`src/rtl/ftlm_pkg.sv`:
```
// Shared types and constants for the force/torque limit monitor.
// Depends on nothing; every other file of the block refers to it by scoped names.
package ftlm_pkg;

	localparam int LIMIT_BITS       = 15;
	localparam int REG_COUNT        = 8;
	localparam int REG_IDX_BITS     = 3;
	localparam int AXIS_COUNT       = 6;
	localparam int SAMPLE_BITS_DEF  = 16;
	localparam int TIMER_BITS_DEF   = 24;

	// Limit register indexes
	localparam logic [REG_IDX_BITS-1:0] REG_FORCE_NORM  = 3'd0;
	localparam logic [REG_IDX_BITS-1:0] REG_TORQUE_NORM = 3'd1;
	localparam logic [REG_IDX_BITS-1:0] REG_FORCE_X     = 3'd2;
	localparam logic [REG_IDX_BITS-1:0] REG_FORCE_Y     = 3'd3;
	localparam logic [REG_IDX_BITS-1:0] REG_FORCE_Z     = 3'd4;
	localparam logic [REG_IDX_BITS-1:0] REG_TORQUE_X    = 3'd5;
	localparam logic [REG_IDX_BITS-1:0] REG_TORQUE_Y    = 3'd6;
	localparam logic [REG_IDX_BITS-1:0] REG_TORQUE_Z    = 3'd7;

	typedef enum logic [1:0] {
		OP_SAMPLE = 2'd0,
		OP_TICK   = 2'd1,
		OP_START  = 2'd2,
		OP_STOP   = 2'd3
	} op_t;

	typedef enum logic [1:0] {
		ST_RUN       = 2'd0,
		ST_VIOLATION = 2'd1,
		ST_TIMEOUT   = 2'd2,
		ST_STOP      = 2'd3
	} status_t;

	typedef struct packed {
		op_t  op;
		logic violation;
	} cmd_t;

	typedef struct packed {
		status_t status;
		logic    armed;
	} result_t;

endpackage

```
`src/rtl/ftlm_lane.sv`:
```
// One sensor axis: magnitude, square and per-axis limit check.
// Depends on ftlm_pkg for the limit width.
module ftlm_lane #(
	parameter int SAMPLE_BITS = ftlm_pkg::SAMPLE_BITS_DEF
) (
	input  logic signed [SAMPLE_BITS-1:0]      sample,
	input  logic [ftlm_pkg::LIMIT_BITS-1:0]    axis_limit,
	output logic [2*SAMPLE_BITS-1:0]           square,
	output logic                               over
);

	localparam int CMP_W = (SAMPLE_BITS > ftlm_pkg::LIMIT_BITS) ?
		SAMPLE_BITS : ftlm_pkg::LIMIT_BITS;

	logic [SAMPLE_BITS-1:0] mag;

	// Most negative value maps to 2^(SAMPLE_BITS-1), which still fits unsigned
	assign mag    = sample[SAMPLE_BITS-1] ? (~sample + SAMPLE_BITS'(1)) : sample;
	assign square = (2*SAMPLE_BITS)'(mag) * (2*SAMPLE_BITS)'(mag);
	assign over   = (axis_limit != '0) && (CMP_W'(mag) > CMP_W'(axis_limit));

endmodule

```
`src/rtl/ftlm_ctrl.sv`:
```
// Monitor state: armed flag, latched status and tick countdown.
// Depends on ftlm_pkg for op, status, command and result types.
module ftlm_ctrl #(
	parameter int TIMER_BITS = ftlm_pkg::TIMER_BITS_DEF
) (
	input  logic                    clk,
	input  logic                    arst_n,
	input  logic                    step,
	input  ftlm_pkg::cmd_t          cmd,
	input  logic [TIMER_BITS-1:0]   timeout_ticks,
	output ftlm_pkg::result_t       result
);

	ftlm_pkg::status_t     status_q, status_d;
	logic                  active_q, active_d;
	logic                  timeout_en_q, timeout_en_d;
	logic [TIMER_BITS-1:0] ticks_left_q, ticks_left_d;

	always_comb begin
		status_d     = status_q;
		active_d     = active_q;
		timeout_en_d = timeout_en_q;
		ticks_left_d = ticks_left_q;
		case (cmd.op)
			ftlm_pkg::OP_START: begin
				active_d = 1'b1;
				status_d = ftlm_pkg::ST_RUN;
				if (timeout_ticks != '0) begin
					timeout_en_d = 1'b1;
					ticks_left_d = timeout_ticks;
				end else begin
					timeout_en_d = 1'b0;
				end
			end
			ftlm_pkg::OP_STOP: begin
				if (active_q) begin
					status_d = ftlm_pkg::ST_STOP;
					active_d = 1'b0;
				end
			end
			ftlm_pkg::OP_TICK: begin
				if (active_q && timeout_en_q) begin
					if (ticks_left_q == '0) begin
						status_d = ftlm_pkg::ST_TIMEOUT;
						active_d = 1'b0;
					end else begin
						ticks_left_d = ticks_left_q - TIMER_BITS'(1);
					end
				end
			end
			ftlm_pkg::OP_SAMPLE: begin
				if (active_q && cmd.violation) begin
					status_d = ftlm_pkg::ST_VIOLATION;
					active_d = 1'b0;
				end
			end
			default: begin
				status_d = status_q;
			end
		endcase
	end

	always_ff @(posedge clk or negedge arst_n) begin
		if (!arst_n) begin
			status_q     <= ftlm_pkg::ST_STOP;
			active_q     <= 1'b0;
			timeout_en_q <= 1'b0;
			ticks_left_q <= '0;
		end else if (step) begin
			status_q     <= status_d;
			active_q     <= active_d;
			timeout_en_q <= timeout_en_d;
			ticks_left_q <= ticks_left_d;
		end
	end

	assign result.status = status_d;
	assign result.armed  = active_d;

endmodule

```
`src/rtl/force_torque_limit_monitor.sv`:
```
// Top level of the force/torque limit monitor: handshakes, limit registers,
// three-stage pipeline. Depends on ftlm_pkg, ftlm_lane and ftlm_ctrl.
//
//  channel  | handshake          | payload
//  ---------+--------------------+-------------------------------------------
//  input    | in_valid/in_stall  | op, force_x/y/z, torque_x/y/z, timeout_ticks
//  output   | out_valid/out_stall| status, armed
//  config   | cfg_we             | cfg_index, cfg_data
//
// One transaction is accepted per cycle when the output is not held back.
// The stages in order: input register, square/axis stage, then the norm
// compare and state update that load the result register.
// in_stall rises only when all three stages hold transactions and out_stall
// is high; a bubble in the pipeline still takes a new transaction.
// Reset clears the limits to zero (all checks off) and leaves the monitor
// disarmed with status stop requested.
module force_torque_limit_monitor #(
	parameter int SAMPLE_BITS = ftlm_pkg::SAMPLE_BITS_DEF,
	parameter int TIMER_BITS  = ftlm_pkg::TIMER_BITS_DEF
) (
	input  logic                                clk,
	input  logic                                arst_n,
	// input channel
	input  logic                                in_valid,
	output logic                                in_stall,
	input  logic [1:0]                          op,
	input  logic signed [SAMPLE_BITS-1:0]       force_x,
	input  logic signed [SAMPLE_BITS-1:0]       force_y,
	input  logic signed [SAMPLE_BITS-1:0]       force_z,
	input  logic signed [SAMPLE_BITS-1:0]       torque_x,
	input  logic signed [SAMPLE_BITS-1:0]       torque_y,
	input  logic signed [SAMPLE_BITS-1:0]       torque_z,
	input  logic [TIMER_BITS-1:0]               timeout_ticks,
	// output channel
	output logic                                out_valid,
	input  logic                                out_stall,
	output logic [1:0]                          status,
	output logic                                armed,
	// configuration
	input  logic                                cfg_we,
	input  logic [ftlm_pkg::REG_IDX_BITS-1:0]   cfg_index,
	input  logic [ftlm_pkg::LIMIT_BITS-1:0]     cfg_data
);

	localparam int SQ_W    = 2 * SAMPLE_BITS;
	localparam int LSQ_W   = 2 * ftlm_pkg::LIMIT_BITS;
	// Sum of three squares needs two extra bits
	localparam int NORM_W  = (SQ_W + 2 > LSQ_W) ? SQ_W + 2 : LSQ_W;

	// ---------------------------------------------------------------------
	// Limit registers; norm limits are also kept squared
	// ---------------------------------------------------------------------
	logic [ftlm_pkg::LIMIT_BITS-1:0] limit_q [ftlm_pkg::REG_COUNT];
	logic [LSQ_W-1:0]                force_lim_sq_q;
	logic [LSQ_W-1:0]                torque_lim_sq_q;

	always_ff @(posedge clk or negedge arst_n) begin
		if (!arst_n) begin
			for (int i = 0; i < ftlm_pkg::REG_COUNT; i++) begin
				limit_q[i] <= '0;
			end
		end else if (cfg_we) begin
			limit_q[cfg_index] <= cfg_data;
		end
	end

	// Square the norm limits in the cycle after the write; the user must keep the block idle then (not enforced here)
	always_ff @(posedge clk or negedge arst_n) begin
		if (!arst_n) begin
			force_lim_sq_q  <= '0;
			torque_lim_sq_q <= '0;
		end else begin
			force_lim_sq_q  <= LSQ_W'(limit_q[ftlm_pkg::REG_FORCE_NORM]) *
				LSQ_W'(limit_q[ftlm_pkg::REG_FORCE_NORM]);
			torque_lim_sq_q <= LSQ_W'(limit_q[ftlm_pkg::REG_TORQUE_NORM]) *
				LSQ_W'(limit_q[ftlm_pkg::REG_TORQUE_NORM]);
		end
	end

	// ---------------------------------------------------------------------
	// Flow control: each stage moves when it is empty or the next one moves
	// ---------------------------------------------------------------------
	logic v_s1, v_s2, out_valid_q;
	logic ready_s1, ready_s2, ready_out;
	logic accept, step;

	assign ready_out = !out_valid_q || !out_stall;
	assign ready_s2  = !v_s2 || ready_out;
	assign ready_s1  = !v_s1 || ready_s2;
	assign in_stall  = !ready_s1;
	assign accept    = in_valid && ready_s1;
	assign step      = v_s2 && ready_out;

	always_ff @(posedge clk or negedge arst_n) begin
		if (!arst_n) begin
			v_s1        <= 1'b0;
			v_s2        <= 1'b0;
			out_valid_q <= 1'b0;
		end else begin
			if (ready_s1) begin
				v_s1 <= in_valid;
			end
			if (ready_s2) begin
				v_s2 <= v_s1;
			end
			if (ready_out) begin
				out_valid_q <= v_s2;
			end
		end
	end

	// ---------------------------------------------------------------------
	// Stage 1: capture the accepted transaction
	// ---------------------------------------------------------------------
	ftlm_pkg::op_t          op_s1;
	logic [SAMPLE_BITS-1:0] sample_s1 [ftlm_pkg::AXIS_COUNT];
	logic [TIMER_BITS-1:0]  timeout_s1;

	always_ff @(posedge clk) begin
		if (accept) begin
			op_s1        <= ftlm_pkg::op_t'(op);
			sample_s1[0] <= force_x;
			sample_s1[1] <= force_y;
			sample_s1[2] <= force_z;
			sample_s1[3] <= torque_x;
			sample_s1[4] <= torque_y;
			sample_s1[5] <= torque_z;
			timeout_s1   <= timeout_ticks;
		end
	end

	// ---------------------------------------------------------------------
	// Stage 2: per-axis magnitude, square and axis limit check
	// ---------------------------------------------------------------------
	logic [SQ_W-1:0]                 sq     [ftlm_pkg::AXIS_COUNT];
	logic [ftlm_pkg::AXIS_COUNT-1:0] over;

	for (genvar g = 0; g < ftlm_pkg::AXIS_COUNT; g++) begin : g_lane
		ftlm_lane #(
			.SAMPLE_BITS(SAMPLE_BITS)
		) u_lane (
			.sample     (sample_s1[g]),
			.axis_limit (limit_q[int'(ftlm_pkg::REG_FORCE_X) + g]),
			.square     (sq[g]),
			.over       (over[g])
		);
	end

	ftlm_pkg::op_t         op_s2;
	logic [SQ_W-1:0]       sq_s2 [ftlm_pkg::AXIS_COUNT];
	logic                  axis_over_s2;
	logic [TIMER_BITS-1:0] timeout_s2;

	always_ff @(posedge clk) begin
		if (v_s1 && ready_s2) begin
			op_s2        <= op_s1;
			sq_s2        <= sq;
			axis_over_s2 <= |over;
			timeout_s2   <= timeout_s1;
		end
	end

	// ---------------------------------------------------------------------
	// Stage 3: norm compare, state update, result register
	// ---------------------------------------------------------------------
	logic [NORM_W-1:0] force_sum, torque_sum;
	logic              force_over, torque_over;
	ftlm_pkg::cmd_t    cmd;
	ftlm_pkg::result_t result_d, result_q;

	assign force_sum  = NORM_W'(sq_s2[0]) + NORM_W'(sq_s2[1]) + NORM_W'(sq_s2[2]);
	assign torque_sum = NORM_W'(sq_s2[3]) + NORM_W'(sq_s2[4]) + NORM_W'(sq_s2[5]);

	// A zero norm limit turns its check off
	assign force_over  = (limit_q[ftlm_pkg::REG_FORCE_NORM] != '0) &&
		(force_sum > NORM_W'(force_lim_sq_q));
	assign torque_over = (limit_q[ftlm_pkg::REG_TORQUE_NORM] != '0) &&
		(torque_sum > NORM_W'(torque_lim_sq_q));

	assign cmd.op        = op_s2;
	assign cmd.violation = force_over || torque_over || axis_over_s2;

	ftlm_ctrl #(
		.TIMER_BITS(TIMER_BITS)
	) u_ctrl (
		.clk           (clk),
		.arst_n        (arst_n),
		.step          (step),
		.cmd           (cmd),
		.timeout_ticks (timeout_s2),
		.result        (result_d)
	);

	// Hold the result while the consumer stalls
	always_ff @(posedge clk) begin
		if (step) begin
			result_q <= result_d;
		end
	end

	assign out_valid = out_valid_q;
	assign status    = logic'(result_q.status[1]) ? {1'b1, result_q.status[0]} :
		{1'b0, result_q.status[0]};
	assign armed     = result_q.armed;

endmodule

```
`config.mk`:
```
export PLATFORM = sky130hd
export DESIGN_NAME = force_torque_limit_monitor
export DESIGN_NICKNAME = d
export VERILOG_FILES = /design/src/rtl/ftlm_pkg.sv /design/src/rtl/ftlm_lane.sv /design/src/rtl/ftlm_ctrl.sv /design/src/rtl/force_torque_limit_monitor.sv
export SDC_FILE = /design/constraint.sdc
export NUM_CORES = 2
export LEC_CHECK = 0
export BUFFER_PORTS_ARGS = -buffer_cell sky130_fd_sc_hd__buf_4
export CAP_MARGIN = 25
export CORE_ASPECT_RATIO = 0.6
export CORE_UTILIZATION = 50
export CTS_CLUSTER_SIZE = 8
export DETAILED_ROUTE_END_ITERATION = 8
export PLACE_DENSITY = 0.66
export SETUP_SLACK_MARGIN = 0.05
export SLEW_MARGIN = 20
export SYNTH_ARGS = -nofsm -noshare
export SYNTH_HDL_FRONTEND = slang
export SYNTH_SLANG_ARGS = --single-unit
```
`constraint.sdc`:
```
create_clock -name clk -period 11.4 [get_ports clk]
set_clock_uncertainty 0.05 [all_clocks]
set_input_delay 1.14 -clock clk [delete_from_list [all_inputs] [get_ports clk]]
set_output_delay 1.14 -clock clk [all_outputs]
set_load 0.05 [all_outputs]
```
# After elaboration in Yosys (flattened, before gate mapping)
# Memories as Yosys holds them, arrays and structs flattened.
# Cells that the tools add are included.
# classes
n_addsub	11
multipliers	8
magnitude_cmp	10
n_eq_ne	6
mux	26
bitwise	7
n_reduce_logical	39
# ops
cell	n
16-bit by 16-bit multiplier with 32-bit output	6
120-bit bitwise mux	1
15-bit nonzero test	8
16-bit by 2-bit adder with 16-bit output, second input constant	6
16-bit by 15-bit > comparator with 1-bit output	6
16-bit two-way mux	6
16-bit inverter	6
24-bit two-way mux	3
33-bit by 32-bit adder with 34-bit output	2
34-bit by 30-bit > comparator with 1-bit output	2
32-bit by 32-bit adder with 33-bit output	2
15-bit by 15-bit multiplier with 30-bit output	2
24-bit one-hot mux with 2 select lines	1
15-bit demux with 3-bit select	1
24-bit logical NOT	1
24-bit nonzero test	1
24-bit by 1-bit subtractor with 24-bit output, second input constant	1
15-bit two-way mux	1
1-bit logical AND	14
2-bit two-way mux	5
2-bit one-hot mux with 4 select lines	1
1-bit two-way mux	6
6-bit OR reduction	1
1-bit logical NOT	5
13 further kinds	19
# word_totals
ff_bits	459
mem_bits_rw	96
wordCells	138
n_memories	1
# mem_list
name	depth	width	rd	rd_ports_with_merged_regs	write_ports	line	source
sample_s1	6	16	6	0	6	force_torque_limit_monitor.sv:116	logic [SAMPLE_BITS-1:0] sample_s1 [ftlm_pkg::AXIS_COUNT];

# Logic depth before layout (Yosys ltp)
# depth
depth_word	9
depth_mapped	34
depth_no_buf	33

# Cells and area by module
# Synthesis repeated with hierarchy kept, for this count alone.
# hier_totals
hier_cells	8369
area_unflattened_um2	82804.4
# by_module_without_submodules
mod	n_inst	cells_per_inst	area_each_um2	seq_area_each_um2
force_torque_limit_monitor	1	2748	34474.3	14859.3
ftlm_lane (g_lane[0].u_lane ...)	3	883	7654.8	0.0
ftlm_lane (g_lane[5].u_lane)	1	930	7836.3	0.0
ftlm_lane (g_lane[4].u_lane)	1	913	7831.3	0.0
ftlm_lane (g_lane[3].u_lane)	1	879	7696.1	0.0
ftlm_ctrl	1	250	2001.9	703.2

# Worst setup path after synthesis
# OpenSTA, ideal clock, no wires.
# synth_timing
path_kind	register -> register
from	mem sample_s1[0][0] in the netlist's numbering
to	reg sq_s2[190] in the netlist's numbering, data pin
arrival_time_ns	8.176
path_slack_ns	2.908
path_stages_with_launch	33
path_buffers	1
path_cell_list	edfxtp_1 clkinv_1 clkbuf_1 ha_1 nand2_1 or4_1 o41ai_1 xor2_1 clkinv_1 nand2_1 inv_1 fa_1 inv_1 fa_1 inv_1 fa_1 fa_1 fa_1 inv_1 fa_1 inv_1 ha_1 inv_1 a21oi_1 o21ai_0 o41ai_1 o21ba_2 o21bai_1 o21a_1 or4_4 a2111oi_2 nor3_1 xor2_1
# synth_lines
element	line	source
from (decl)	force_torque_limit_monitor.sv:116	
to (signal assigned)	force_torque_limit_monitor.sv:157	sq_s2 <= sq;
to (decl)	force_torque_limit_monitor.sv:150	logic [SQ_W-1:0] sq_s2 [ftlm_pkg::AXIS_COUNT];

==> reports/metrics.cfg <==
[status]
status=completed

[sta]
whs_ns=0.362
finalCritPeriodShare_pct=85.2
grt_setup_unrepaired=no
fin_crit_ns=9.71
setup_slack_ns=1.69
setup_viol=0
slew_viol_final=0
hold_viol=0
slew_headroom_pct=24.4
setup_tns_ns=0
fmax_mhz=103
tightest_slew_ns=1.11

[critical_path]
cp.required_ns=11.76
r2r.worst_path.cells=29
critPathKind=reg -> reg
cpPeakStageDelay_ns=0.89
crit_slowest_cell=xor2_1
critPathArrivalTime_ns=10.07
critPathLaunchType=flop
worstSetupPathDepth=29
crit_family=adder cells
endpoint_kind=flop
path_buf_inv=6
worstPathMaxFanout=19
crit_path_frequent_cell=fa_1

[run]
maxCapViolCount=0

[synthesis]
synth_edf_count=338
synth_ff_type=edfxtp_1
synthMuxAreaShare_pct=1.18
yosys.area_share.simple_pct=10.5
synth_top_cell_by_area=fa_1
netlist_top_cells_area=fa_1, ha_1, edfxtp_1
yosysTopAreaCellShare_pct=32.6
async_flop_share_pct=38.2
ys_seq_area_share_pct=19.0
synth_cell_types=95
synth_top_family_by_area=adder cells
synthAdderAreaFrac_pct=47.6
synthCells=8222
synth-seq-cells=547
synth_area_um2=80900
yosysMostFrequentCell=inv_1
synth_compound_area_share_pct=7.90
synth_common_cells=inv_1, fa_1, ha_1, nand2_1, nor2_1
synth.avg_cell_area_um2=9.84
synthXorXnorAreaFrac_pct=4.17
ys_warn_count=0

[placed_design]
place_worst_setup_slack_ns=1.74
gp_congestion=0.951
post-dp-hpwl_um=179000
placed_cells=10489
io_buffers=149

[drt]
wl_um=216000
postRouteAntennaNets=0
drtPass1Iterations=7
routed_via_density=5.40
drc_errors=0
route.vias.total=57477
post_drt_wl_per_cell_um=20.3
drt-initial-drc-count=4455

[floorplanning]
core-area_um2=159000
die_h_um=314
rows=113
start_util_pct=50.7
die-area_um2=163000
ios=150
die_x_um=521

[cells_and_area]
fillers=14139
seq_area_um2=15400
nets=10887
syn2layout_area_growth_pct=8.17
drive_above_1_share_pct=5.46
final_cell_count_no_fill=10638
multi_input_area_um2=58000

[clock_network]
clock_latency_ns=0.70
cts_buffers=82
cts_tree=done
postCtsHoldBufs=0
post-cts-setup-buffers=0
clkSinkCount=547
clkSlewWorstSetupHoldPaths_ns=0.06
cts-root-buf=clkbuf_16
cts.path.max_buffers=3
ctsResizeCount=0
h-tree-depth=3

[global_routing]
track_usage_pct=27.4
grt_pass1_wl_um=344000
antenna_found_initial=16
grt_max_degree=75
grt_pass1_vias=60370
overflow=0

[min_path]
min_path_cells=0
holdCritPathClass=reg -> reg

## registers in the layout, summed over array words and instances, names as in the netlist, 2 cells and up
| register | flops |
|---|---|
| u_ctrl.ticks_left_q | 24 |
| sq_s2 | 186 |
| force_lim_sq_q | 29 |
| op_s2 | 2 |
| result_q | 2 |
| op_s1 | 2 |
| timeout_s1 | 24 |
| sample_s1 | 96 |
| torque_lim_sq_q | 29 |
| limit_q | 120 |
| timeout_s2 | 24 |
| u_ctrl.status_q | 2 |
## cells in the final DEF, fill, tap and decap left out, drive strengths merged, types with 39 or more instances in the layout
cell / instances
nand2: 654
clkinv: 45
nor2: 551
edfxtp: 338
nor3: 98
nor4: 51
buf: 226
a21o: 113
clkbuf: 131
nand3: 67
o21bai: 39
mux2: 82
dfrtp: 207
conb: 67
o21a: 80
fa: 1317
o21ai: 231
and2: 157
xnor2: 264
nand2b: 75
xor2: 120
a21oi: 288
ha: 972
inv: 1894
nand4: 56
nor2b: 44
## cells by family (layout without fill, tap and decap cells)
family	count (synthesis)	after routing
AND/OR/NAND/NOR	1850	1850
adder cells (fa/ha/maj)	2289	2289
multiplexers	85	85
buffers and inverters	2076	2298
flip-flops	547	547
AO/OA/AOI/OAI	989	989
XOR/XNOR	384	384
other	2	69
## worst reg2reg max path, delay by kind of cell (launching register included)
kind | cells | cell delay, ns
AND/OR/NAND/NOR | 6 | 1.52
buffers and inverters | 6 | 1.40
adder cells (fa/ha/maj) | 7 | 3.32
flip-flops | 1 | 0.44
AO/OA/AOI/OAI | 8 | 1.68
XOR/XNOR | 2 | 1.04
## routing by layer
metal / share of wire [%] / track usage, %
met4: 2.6 / 7.05
met2: 41 / 38.6
met1: 47 / 41.0
met3: 9.7 / 7.93
met5: 0.019 / 0
## path summary, 6_finish.rpt
path                                                start                            endpoint  slack (ns)
worst min register to register   timeout_s1[12]$_DFFE_PP_            timeout_s2[12]$_DFFE_PP_        0.36
min in group asynchronous                          arst_n  u_ctrl.ticks_left_q[0]$_DFFE_PN0P_        0.40
worst max register to register  sample_s1[0][0]$_DFFE_PP_                sq_s2[190]$_DFFE_PP_        1.69
max in group asynchronous                          arst_n             limit_q[96]$_DFFE_PN0P_        8.89
worst min-delay path             timeout_s1[12]$_DFFE_PP_            timeout_s2[12]$_DFFE_PP_        0.36
worst max-delay path            sample_s1[0][0]$_DFFE_PP_                sq_s2[190]$_DFFE_PP_        1.69
## cell type report
class	count	share of cell area, %
multi-input combinational	5664	66.3
clock inverter	10	0.139
antenna	2	0.00572
tap	2127	3.04
clock buffer	130	2.66
timing repair buffer	227	1.99
sequential	547	17.6
inverter	1931	8.28
## per-stage QoR
step | cell area, µm² | utilization [%]
global placement | 85000 | 53.3
global route | 87500 | 54.9
floorplan | 81100 | -
CTS | 87400 | 54.8
detailed placement | 85000 | 53.3
finish | 87500 | 54.9
Power is left out: the tool's default activity adds up to more than one toggle a clock period on the data nets, which glitch-free logic cannot reach.
